--- src/sv/swb_pkg.sv ---
// ----------------------------------------------------------------------------
// swb_pkg
// shared sizes, state encoding and the command and status bundles
// that pass between the controller and the datapath of the write buffer
// ----------------------------------------------------------------------------
package swb_pkg;

   localparam int DEPTH  = 32;
   localparam int KEY_W  = 64;
   localparam int VAL_W  = 64;
   localparam int CNT_W  = $clog2(DEPTH + 1);

   localparam logic CMD_INSERT = 1'b0;
   localparam logic CMD_FLUSH  = 1'b1;

   typedef enum logic [1:0] {
      ST_IDLE,
      ST_DRAIN,
      ST_INSERT
   } swb_state_type;

   // controller to datapath
   typedef struct packed {
      logic insert;     // sorted insert this cycle
      logic use_pend;   // insert takes the held word instead of the request
      logic hold;       // capture the request word
      logic fwd_load;   // load the request word into the output register
      logic drain_step; // move slot zero out and shift the store down
   } swb_cmd_type;

   // datapath to controller
   typedef struct packed {
      logic empty;
      logic one;
      logic full;
      logic out_free;
   } swb_stat_type;

endpackage

--- src/sv/swb_ctrl.sv ---
// ----------------------------------------------------------------------------
// swb_ctrl
// controller: enable register, request decode and the drain sequence
// ----------------------------------------------------------------------------
module swb_ctrl (
   input  logic                  clock,
   input  logic                  reset,
   input  logic                  req_valid,
   output logic                  req_ready,
   input  logic                  req_cmd,
   input  logic                  csr_valid,
   input  logic                  csr_buffer_enable,
   input  swb_pkg::swb_stat_type stat,
   output swb_pkg::swb_cmd_type  cmd
);
   import swb_pkg::*;

   swb_state_type state_ff, state_in;
   logic          enable_ff, enable_in;
   logic          pend_ff, pend_in;
   logic          accept;

   assign accept = req_valid && req_ready;

   // enable register and pending-insert flag
   always_comb begin
      enable_in = enable_ff;
      if (csr_valid) begin
         enable_in = csr_buffer_enable;
      end
   end

   always_comb begin
      pend_in = pend_ff;
      if (accept) begin
         pend_in = enable_ff && (req_cmd == CMD_INSERT) && stat.full;
      end
   end

   always_ff @(posedge clock) begin
      if (reset) begin
         state_ff  <= ST_IDLE;
         enable_ff <= 1'b1;
         pend_ff   <= 1'b0;
      end else begin
         state_ff  <= state_in;
         enable_ff <= enable_in;
         pend_ff   <= pend_in;
      end
   end

   // next state
   always_comb begin
      state_in = state_ff;
      unique case (state_ff)
         ST_IDLE: begin
            if (accept && enable_ff) begin
               if (req_cmd == CMD_FLUSH) begin
                  if (!stat.empty) begin
                     state_in = ST_DRAIN;
                  end
               end else if (stat.full) begin
                  state_in = ST_DRAIN;
               end
            end
         end
         ST_DRAIN: begin
            if (stat.out_free && stat.one) begin
               state_in = pend_ff ? ST_INSERT : ST_IDLE;
            end
         end
         ST_INSERT: begin
            state_in = ST_IDLE;
         end
         default: state_in = ST_IDLE;
      endcase
   end

   // outputs
   always_comb begin
      req_ready      = 1'b0;
      cmd            = '0;
      unique case (state_ff)
         ST_IDLE: begin
            req_ready = stat.out_free;
            cmd.hold  = accept;
            if (accept) begin
               if (!enable_ff) begin
                  cmd.fwd_load = (req_cmd == CMD_INSERT);
               end else if (req_cmd == CMD_INSERT && !stat.full) begin
                  cmd.insert = 1'b1;
               end
            end
         end
         ST_DRAIN: begin
            cmd.drain_step = stat.out_free;
         end
         ST_INSERT: begin
            cmd.insert   = 1'b1;
            cmd.use_pend = 1'b1;
         end
         default: cmd = '0;
      endcase
   end

endmodule

--- config.mk ---
export PLATFORM = sky130hd
export DESIGN_NAME = swb_ctrl
export DESIGN_NICKNAME = d
export VERILOG_FILES = /design/src/sv/swb_pkg.sv /design/src/sv/swb_ctrl.sv
export SDC_FILE = /design/constraint.sdc
export NUM_CORES = 1
export LEC_CHECK = 0
export BUFFER_PORTS_ARGS = -buffer_cell sky130_fd_sc_hd__buf_2
export CAP_MARGIN = 25
export CORE_AREA = 4 4 41 43
export CTS_CLUSTER_DIAMETER = 50
export CTS_CLUSTER_SIZE = 25
export DETAILED_ROUTE_END_ITERATION = 8
export DIE_AREA = 0 0 45 47
export PLACE_DENSITY = 0.43
export SKIP_LAST_GASP = 1
export SYNTH_ARGS = -nofsm -noshare
export SYNTH_HDL_FRONTEND = slang
export SYNTH_SLANG_ARGS = --single-unit
--- constraint.sdc ---
create_clock -name clock -period 1.15 [get_ports clock]
set_input_delay 0.2875 -clock clock [delete_from_list [all_inputs] [get_ports clock]]
set_output_delay 0.2875 -clock clock [all_outputs]
set_load 0.005 [all_outputs]
Yosys cells after proc, flatten, opt, wreduce, memory -nomap -nowiden
Index checks and enable logic that the tools add are counted. Widths: inputs -> output; s select.

Bits of input ports: 10. Output and inout port bits: 6. Word-level logic and storage cells: 36. Bits in registers: 4.

Mux-type cells: 17. Bitwise gates (word level): 1. Equality and inequality tests: 6. Reductions and logical operators: 9.

Operators by type and width (count): $mux 2 (7); $mux 1 (8); $logic_and 1x1->1 (6); $ne 3x3->1 const B (2); $ne 2x2->1 const B (2); $pmux 2 s2 (1); $reduce_and 4->1 (1); $eq 2x1->1 const B (1); $eq 2x2->1 const B (1); $logic_not 2->1 (1); $pmux 1 s2 (1); $logic_not 1->1 (1); $not 1->1 (1).

Logic depth before layout (Yosys ltp)
Gate-level depths: netlist of the first run.

Word-level depth: 6. Gate-level depth with buffers: 4. Gate-level depth less buffers: 4.

Least setup slack after synthesis of the first run
No wires, ideal clock.

Kind: flip-flop to output port. Start: register state_ff[0]. End: output port cmd[4] (netlist name). Setup slack: 0.047 ns. Buffers on the path: 0. Arrival: 0.815 ns. Stages on the path, launching flop included: 5. Data required time: 0.863 ns. Cell sequence: dfxtp_1 -> nand4bb_4 -> inv_2 -> a21oi_1 -> nor2_1.

RTL lines: from (decl) (RTL line swb_ctrl.sv:18) `swb_state_type state_ff, state_in;`; from (signal assigned) (RTL line swb_ctrl.sv:46) `state_ff <= state_in;`; to (decl) (RTL line swb_ctrl.sv:14) `output swb_pkg::swb_cmd_type cmd`.

==> results.sh, run 1 <==
export IMPL_cts_inserted_buffers=3
export IMPL_layout_nets=64
export IMPL_path_max_fanout=6
export IMPL_worst_setup_path_type="reg -> out"
export IMPL_num_vias=304
export IMPL_syn_mean_instance_area_um2=9.51
export IMPL_crit_chain="buf_4, buf_6, and3b_2, buf_2"
export IMPL_use_met1=0.0841
export IMPL_use_met2=0.130
export IMPL_use_met3=0.0690
export IMPL_layout_setup_ws_ps=-255
export IMPL_power_leakage_nw=0.230
export IMPL_required_ps=860
export IMPL_setup_viol=6
export IMPL_dpl_cell_count=62
export IMPL_post_route_drc_count=0
export IMPL_worstMarginPinSlew_ps=175
export IMPL_io_buffers=15
export IMPL_die_width_um=45
export IMPL_cp_end_kind="primary output"
export IMPL_synth_cell_types=18
export IMPL_cp_start_kind="flop"
export IMPL_area_growth_synth_to_final_pct=94.7
export IMPL_htreeDepth=1
export IMPL_p_comb_frac=0.232
export IMPL_clock_sinks=4
export IMPL_cp_slowest_stage_delay_ps=310
export IMPL_fillers=146
export IMPL_clk_path_buf_depth=2
export IMPL_critPathArrivalTime_ps=1120
export IMPL_power_frac_clock=0.418
export IMPL_syn_nets=35
export IMPL_total_power_mw=0.421
export IMPL_grt_pass1_vias=298
export IMPL_finalWirelength_um=702
export IMPL_yosys_warnings=0
export IMPL_fin_skew_ps=5.07
export IMPL_top_usage_layer="met2"
export IMPL_wire_per_inst_um=10.5
export IMPL_relSlewSlack=0.883
export IMPL_cts_tree="built"
export IMPL_synth_cells=25
export IMPL_holdBufCountCts=0
export IMPL_synth_seq_area_share=0.337
export IMPL_power_density_nw_per_um2=910
export IMPL_synthTopCellsByArea="dfxtp_1, nand4bb_4, nor3b_1, nand2_1, a21oi_1"
export IMPL_antenna_cells=0
export IMPL_fin_area_um2=463
export IMPL_tns_ps=-1300
export IMPL_ys_flop_type="dfxtp_1"
export IMPL_p_sw_frac=0.236
export IMPL_synth_area_leader_cell="dfxtp_1"
export IMPL_layout_common_cells="buf_2, buf_4, nand2_1, clkbuf_4, buf_6"
export IMPL_viasPerCell=4.54
export IMPL_drive_above_1_share=0.692
export IMPL_clock_latency_ps=240
export IMPL_grt_max_degree=7
export IMPL_clk_pin_slew_ps=40
export IMPL_drv_slew=0
export IMPL_slowest_stage="dfxtp_2"
export IMPL_violations="setup timing"
export IMPL_final_cells=67
export IMPL_status="finished, violations left"
export IMPL_rows=13
export IMPL_grtUsageTotal=0.0821
export IMPL_overflow=0
export IMPL_routabilityCongestion=0.671
export IMPL_grt_first_pass_wirelength_um=1190
export IMPL_p_int_mw=0.322
export IMPL_die_area_um2=2120
export IMPL_p_sw_mw=0.0995
export IMPL_seq_power_share=0.350
export IMPL_max_freq_mhz=712
export IMPL_finalHoldViolations=0
export IMPL_hold_class="in -> reg"
export IMPL_async_flop_share=0
export IMPL_seq_area_um2=82.6
export IMPL_fin_crit_sh=1.22
export IMPL_utilization=0.356
export IMPL_drv_cap=0
export IMPL_hpwl_um=521
export IMPL_place_area_um2=384
export IMPL_synth_top_area_frac=0.337
export IMPL_fin_crit_ps=1410
export IMPL_peakVddDrop_mv=0.536
export IMPL_final_common_cell="buf_2"
export IMPL_final_antenna_net_count=0
export IMPL_first_pass_iters=2
export IMPL_io_pins=16
export IMPL_antenna_found_initial=0
export IMPL_synth_edff_count=0
export IMPL_multi_input_area_um2=179
export IMPL_die_h_um=47
export IMPL_start_util=0.183
export IMPL_root_buffer="clkbuf_4"
export IMPL_core_area_um2=1300
export IMPL_netlist_area_um2=238
export IMPL_dr_first_iter_drc_count=6
export IMPL_ys_ff_latch=4
export IMPL_rsz0062_at_grt="yes"
-- repair_timing --
| item | in CTS | in global routing |
|---|---|---|
| setup endpoints to repair | 6 | 7 |
| setup buffers | 1 | 1 |
| gates resized for setup | 4 | 6 |
| pin swaps | 0 | 3 |
| hold endpoints to repair | 0 | 0 |
-- synthesized netlist by cell type (all sizes together) (2+ instances only) --
master  number
nand2        3
a21oi        2
nor3b        2
dfxtp        4
-- path summary, 6_finish.rpt --
path	startpoint	slack [ps]	endpoint	cells past startpoint
max	state_ff[0]$_SDFFE_PP0P_	-260	cmd[0]	4
min	csr_buffer_enable	250	enable_ff$_SDFFE_PP1P_	2
max reg2reg	state_ff[1]$_SDFFE_PP0P_	30	state_ff[0]$_SDFFE_PP0P_	5
min reg2reg	pend_ff$_SDFFE_PP0N_	450	pend_ff$_SDFFE_PP0N_	2
-- power by group through the flow --
| stage | sequential (mW) | combinational (mW) | clock [mW] |
|---|---|---|---|
| after floorplan | 0.151 | 0.0285 | 0 |
| after global placement | 0.149 | 0.0827 | 0 |
| after detailed placement | 0.149 | 0.0822 | 0 |
| after CTS | 0.147 | 0.0866 | 0.181 |
| after global routing | 0.148 | 0.110 | 0.198 |
| final | 0.147 | 0.0979 | 0.176 |
-- state kept, by name (all words and copies together) (netlist names) --
register,flops
state_ff,2
pend_ff,1
enable_ff,1
-- cell type report --
class | instances | area share
inverter | 1 | 0.00811
timing repair buffer | 24 | 0.338
multi-input combinational | 20 | 0.386
clock buffer | 3 | 0.0486
tap | 15 | 0.0405
sequential | 4 | 0.178
-- critical path: cells and delay by family, from the launching register on --
family,cells,cell delay [ps]
buffers and inverters,3,360
flip-flops,1,310
AND/OR/NAND/NOR,1,200
-- logic make-up (layout without fill, tap and decap cells) --
logic type | Yosys count | after routing | synth area share
AOI/OAI and AO/OA | 6 | 6 | 0.163
buffers and inverters | 1 | 28 | 0.0158
DFF | 4 | 4 | 0.337
and+or+nand+nor | 14 | 14 | 0.484
-- layer usage --
layer  routed length, um  vias up  share of wire
li1                    -      153              -
met1                 299      139           0.43
met2                 329       12           0.47
met3                  74        0           0.11
met4                   0        0              0
met5                   0        -              0
-- through the flow --
stage	setup slack [ps]	hold slack, ps
5_1_grt	-337	268
4_1_cts	-256	251
3_5_place_dp	-44.4	448
2_1_floorplan	47.1	357
3_3_place_gp	-56.2	445
6_report	-255	253
Power figures use the tool's default switching activity.
==> run 2: changes to the inputs <==
--- a/config.mk
+++ b/config.mk
@@ -13,6 +13,6 @@
 export DETAILED_ROUTE_END_ITERATION = 8
 export DIE_AREA = 0 0 45 47
-export PLACE_DENSITY = 0.43
 export SKIP_LAST_GASP = 1
+export SLEW_MARGIN = 30
 export SYNTH_ARGS = -nofsm -noshare
 export SYNTH_HDL_FRONTEND = slang
==> constraint.sdc (replaced) <==
create_clock -name clock -period 1.15 [get_ports clock]
set_input_delay 0.2875 -clock clock [delete_from_list [all_inputs] [get_ports clock]]
set_output_delay 0.2875 -clock clock [all_outputs]
set_load 0.05 [all_outputs]
==> run 2 against run 1 <==
  * The flow still finishes with violations (setup timing)
  * Sequential power hardly changed
  * Critical path depth is 1 higher
  * Worst setup slack worse by 85 ps
  * Largest cell class is now buffers
  * Count of clock-buffer cells in the layout stayed put
  * Hold slack better by 2.1 ps
  * Power is 12% higher
  * Cell count is 3.0% higher
  * Register-to-register slack worse by 40 ps
==> results.sh, run 2 (same netlist as run 1, synthesis figures left out) <==
export IMPL_largestRegisters="state_ff (2), enable_ff (1), pend_ff (1)"
export IMPL_core_area_um2=1300
export IMPL_die_area_um2=2120
export IMPL_clock_latency_ps=240
export IMPL_grt_pass1_vias=299
export IMPL_critPathBufInv=2
export IMPL_post_route_drc_count=0
export IMPL_antenna_cells=0
export IMPL_power_leakage_nw=0.249
export IMPL_fin_crit_sh=1.30
export IMPL_finalWirelength_um=742
export IMPL_start_util=0.183
export IMPL_max_freq_mhz=671
export IMPL_worst_setup_path_type="reg -> out"
export IMPL_critPathArrivalTime_ps=1200
export IMPL_fin_crit_ps=1490
export IMPL_cts_tree="built"
export IMPL_viasPerCell=4.42
export IMPL_cp_start_kind="flop"
export IMPL_relSlewSlack=0.839
export IMPL_die_h_um=47
export IMPL_htreeDepth=1
export IMPL_cts_inserted_buffers=3
export IMPL_overflow=0
export IMPL_violations="setup timing"
export IMPL_fillers=149
export IMPL_crit_chain="nand4bb_4, clkinv_4, a21oi_4, nor2_4, buf_8"
export IMPL_hpwl_um=587
export IMPL_root_buffer="clkbuf_4"
export IMPL_grt_max_degree=7
export IMPL_clock_sinks=4
export IMPL_layout_nets=66
export IMPL_clk_pin_slew_ps=40
export IMPL_required_ps=860
export IMPL_cp_end_kind="primary output"
export IMPL_drv_slew=0
export IMPL_cp_slowest_stage_delay_ps=310
export IMPL_drive_above_1_share=0.759
export IMPL_tns_ps=-1520
export IMPL_fin_skew_ps=2.95
export IMPL_area_growth_synth_to_final_pct=132
export IMPL_rsz0062_at_grt="yes"
export IMPL_status="finished, violations left"
export IMPL_power_density_nw_per_um2=854
export IMPL_slowest_stage="dfxtp_2"
export IMPL_routabilityCongestion=0.665
export IMPL_first_pass_iters=2
export IMPL_layout_setup_ws_ps=-340
export IMPL_finalHoldViolations=0
export IMPL_io_pins=16
export IMPL_rows=13
export IMPL_die_width_um=45
export IMPL_layout_common_cells="buf_2, buf_4, buf_8, buf_6"
export IMPL_path_max_fanout=3
export IMPL_num_vias=305
export IMPL_grt_first_pass_wirelength_um=1180
export IMPL_largest_reg_flops=2
export IMPL_wire_per_inst_um=10.8
export IMPL_hold_class="in -> reg"
export IMPL_clk_path_buf_depth=2
export IMPL_dr_first_iter_drc_count=1
export IMPL_final_antenna_net_count=0
export IMPL_total_power_mw=0.470
export IMPL_top_register="state_ff"
export IMPL_antenna_found_initial=0
export IMPL_worstMarginPinSlew_ps=240
export IMPL_cp_top_family="simple AND/OR/NAND/NOR gates"
export IMPL_drv_cap=0
export IMPL_peakVddDrop_mv=0.455
export IMPL_grtUsageTotal=0.0814
export IMPL_io_buffers=15
export IMPL_setup_viol=7
-- run 2: routing by layer --
metal | vias up | track usage | share of wire
met5 | - | 0 | 0
met4 | 0 | 0.0351 | 0.0054
met3 | 2 | 0.0498 | 0.12
met2 | 16 | 0.130 | 0.45
met1 | 131 | 0.0866 | 0.42
li1 | 156 | - | -
-- run 2: repair_timing --
action	4_1_cts	5_1_grt
buffers inserted	2	2
gates resized for setup	17	7
pin swaps	3	3
gates cloned	0	0
endpoints found under the hold margin	0	0
hold buffers	0	0
setup endpoints to repair	6	8
-- run 2: cell type report --
cell class              count  area [um^2]  area share
flip-flops and latches      4         82.6       0.150
repair buffers             26          218       0.395
inverters                   1         8.76      0.0159
multi-input cells          20          200       0.364
clock buffers               3         22.5      0.0409
well taps                  15         18.8      0.0341
-- run 2: worst register-to-register path: cells and delay by family, from the launching register on --
family	cells	cell delay, ps
flops	1	310
buf+inv	2	290
compound gates	2	260
simple gates	1	230
-- run 2: path summary, 6_finish.rpt --
| path | start | to | slack, ps | depth (start not counted) |
|---|---|---|---|---|
| hold reg to reg | pend_ff$_SDFFE_PP0N_ | pend_ff$_SDFFE_PP0N_ | 450 | 2 |
| setup / recovery | state_ff[1]$_SDFFE_PP0P_ | cmd[4] | -340 | 5 |
| setup reg to reg | state_ff[1]$_SDFFE_PP0P_ | state_ff[0]$_SDFFE_PP0P_ | -10 | 5 |
| hold / removal | csr_buffer_enable | enable_ff$_SDFFE_PP1P_ | 250 | 2 |
-- run 2: power by group --
group          internal [mW]  switching [mW]  total (mW)  leakage, nW
Clock                  0.117          0.0578       0.175       0.0138
Sequential             0.145         0.00263       0.148       0.0336
Combinational         0.0743          0.0735       0.148        0.202
-- run 2: per-stage QoR --
stage / setup WS [ps] / hold slack (ps) / area (um^2) / instances / utilization
global route: -388 / 268 / 551 / 69 / 0.423
CTS: -367 / 251 / 526 / 68 / 0.404
floorplan: -281 / 357 / 273 / 25 / -
finish: -340 / 255 / 551 / 69 / 0.423
detailed placement: -273 / 449 / 427 / 63 / 0.328
global placement: -249 / 440 / 427 / 63 / 0.328
==> run 3: changes to the inputs <==
CELL_PAD_IN_SITES_DETAIL_PLACEMENT = 0   (was unset)
CELL_PAD_IN_SITES_GLOBAL_PLACEMENT = 2   (was unset)
PLACE_DENSITY_LB_ADDON = 0.1   (was unset)
==> run 3 against run 2 <==
  * Wire length rose by 16%
  * Design area is 5.0% higher
  * First-iteration DRC count grew to 3.0 times the previous value
  * Via count increased by 4.6%
  * Non-clock buffer count is 2 higher
  * Count of clock-buffer cells in the layout stayed put
  * Sequential cell count stayed put
  * Register-to-register slack got worse by 80 ps
  * Critical endpoint unchanged
  * The flow still finishes with violations (setup timing)
  * Global-route usage increased by 1.7 points
  * Cell count grew 2.9%
  * Highest routed layer is now met3
  * Combinational power up 9%
==> results.sh, run 3 (same netlist as run 1, synthesis figures left out) <==
export IMPL_status="finished, violations left"
export IMPL_violations="setup timing"
export IMPL_hold_class="in -> reg"
export IMPL_first_pass_iters=3
export IMPL_layout_nets=68
export IMPL_die_area_um2=2120
export IMPL_place_area_um2=427
export IMPL_start_util=0.183
export IMPL_power_leakage_nw=0.269
export IMPL_fin_crit_sh=1.30
export IMPL_post_route_drc_count=0
export IMPL_die_h_um=47
export IMPL_htreeDepth=1
export IMPL_r2r_slack_ps=-90
export IMPL_drive_above_1_share=0.768
export IMPL_largest_reg_flops=2
export IMPL_power_density_nw_per_um2=843
export IMPL_final_antenna_net_count=0
export IMPL_drv_cap=0
export IMPL_grt_first_pass_wirelength_um=1390
export IMPL_fin_area_um2=578
export IMPL_multi_input_area_um2=209
export IMPL_fillers=141
export IMPL_seq_area_um2=82.6
export IMPL_hpwl_um=659
export IMPL_core_area_um2=1300
export IMPL_drv_slew=0
export IMPL_io_pins=16
export IMPL_finalWirelength_um=860
export IMPL_clk_pin_slew_ps=40
export IMPL_largestRegisters="state_ff (2), enable_ff (1), pend_ff (1)"
export IMPL_dr_first_iter_drc_count=3
export IMPL_routabilityCongestion=0.722
export IMPL_fin_hold_ws_ps=260
export IMPL_antenna_cells=0
export IMPL_relSlewSlack=0.835
export IMPL_r2r_start="state_ff[1]$_SDFFE_PP0P_"
export IMPL_max_freq_mhz=668
export IMPL_layout_common_cells="buf_4, buf_2, buf_6"
export IMPL_cp_end_kind="primary output"
export IMPL_setup_viol=8
export IMPL_required_ps=860
export IMPL_cts_inserted_buffers=3
export IMPL_clock_latency_ps=230
export IMPL_rows=13
export IMPL_top_register="state_ff"
export IMPL_r2r_cells=5
export IMPL_worst_setup_path_type="reg -> out"
export IMPL_io_buffers=15
export IMPL_root_buffer="clkbuf_4"
export IMPL_viasPerCell=4.49
export IMPL_fin_crit_ps=1500
export IMPL_num_vias=319
export IMPL_grt_pass1_vias=321
export IMPL_place_ws_ps=-305
export IMPL_whs_endpoint="enable_ff$_SDFFE_PP1P_"
export IMPL_grtUsageTotal=0.0981
export IMPL_cts_tree="built"
export IMPL_rsz0062_at_grt="yes"
export IMPL_clk_path_buf_depth=2
export IMPL_die_width_um=45
export IMPL_clock_sinks=4
export IMPL_peakVddDrop_mv=0.501
export IMPL_critPathArrivalTime_ps=1210
export IMPL_overflow=0
export IMPL_antenna_found_initial=0
export IMPL_area_growth_synth_to_final_pct=143
export IMPL_wire_per_inst_um=12.1
export IMPL_worstMarginPinSlew_ps=247
export IMPL_grt_max_degree=7
export IMPL_finalHoldViolations=0
export IMPL_cp_start_kind="flop"
export IMPL_final_common_cell="buf_4"
export IMPL_r2r_end="state_ff[1]$_SDFFE_PP0P_"
export IMPL_min_path_cells=2
export IMPL_worstHoldStart="csr_buffer_enable"
export IMPL_total_power_mw=0.487
export IMPL_utilization=0.444
export IMPL_fin_skew_ps=2.12
export IMPL_layout_setup_ws_ps=-347
export IMPL_path_max_fanout=3
export IMPL_holdBufCountCts=0
-- run 3: layer usage --
metal	wire (um)	GRT usage
met2	444	0.175
met3	77	0.0575
met4	0	0.0351
met5	0	0
met1	339	0.0936
-- run 3: worst max-delay path by stage --
stage / from / end / slack [ps] / cells after the start
after detailed placement: req_cmd / cmd[4] / -310 / 5
after floorplan: state_ff[1]$_SDFFE_PP0P_ / cmd[4] / -280 / 4
final: state_ff[1]$_SDFFE_PP0P_ / cmd[4] / -350 / 5
after global placement: req_cmd / cmd[4] / -250 / 5
after global routing: state_ff[1]$_SDFFE_PP0P_ / cmd[1] / -400 / 3
after CTS: state_ff[0]$_SDFFE_PP0P_ / cmd[4] / -380 / 5
-- run 3: area by class of cell --
cell class | instances | area share
clock buffers | 3 | 0.0390
flip-flops and latches | 4 | 0.143
well taps | 15 | 0.0325
multi-input cells | 20 | 0.361
repair buffers | 28 | 0.409
inverters | 1 | 0.0152
-- run 3: power breakdown --
| part | total, mW | switching, mW | internal [mW] |
|---|---|---|---|
| logic | 0.162 | 0.0783 | 0.0841 |
| clock network | 0.177 | 0.0600 | 0.117 |
| registers | 0.148 | 0.00284 | 0.145 |
-- run 3: worst max-delay path, cell delays in order, from the launching register on --
cell and delay (ps):
dfxtp_2 310, nand4bb_4 280, clkinv_4 100, a21oi_4 50, nor2_4 90, buf_8 150
-- run 3: repair_timing --
| action | 4_1_cts | 5_1_grt |
|---|---|---|
| setup endpoints to repair | 6 | 9 |
| gates resized for setup | 19 | 8 |
| setup buffers | 4 | 3 |
| pin swaps | 2 | 7 |
-- run 3: metrics by stage --
step / TNS, ps / instances
floorplan: -623 / 25
global placement: -713 / 63
detailed placement: -834 / 63
CTS: -2040 / 70
global route: -2110 / 71
finish: -1730 / 71
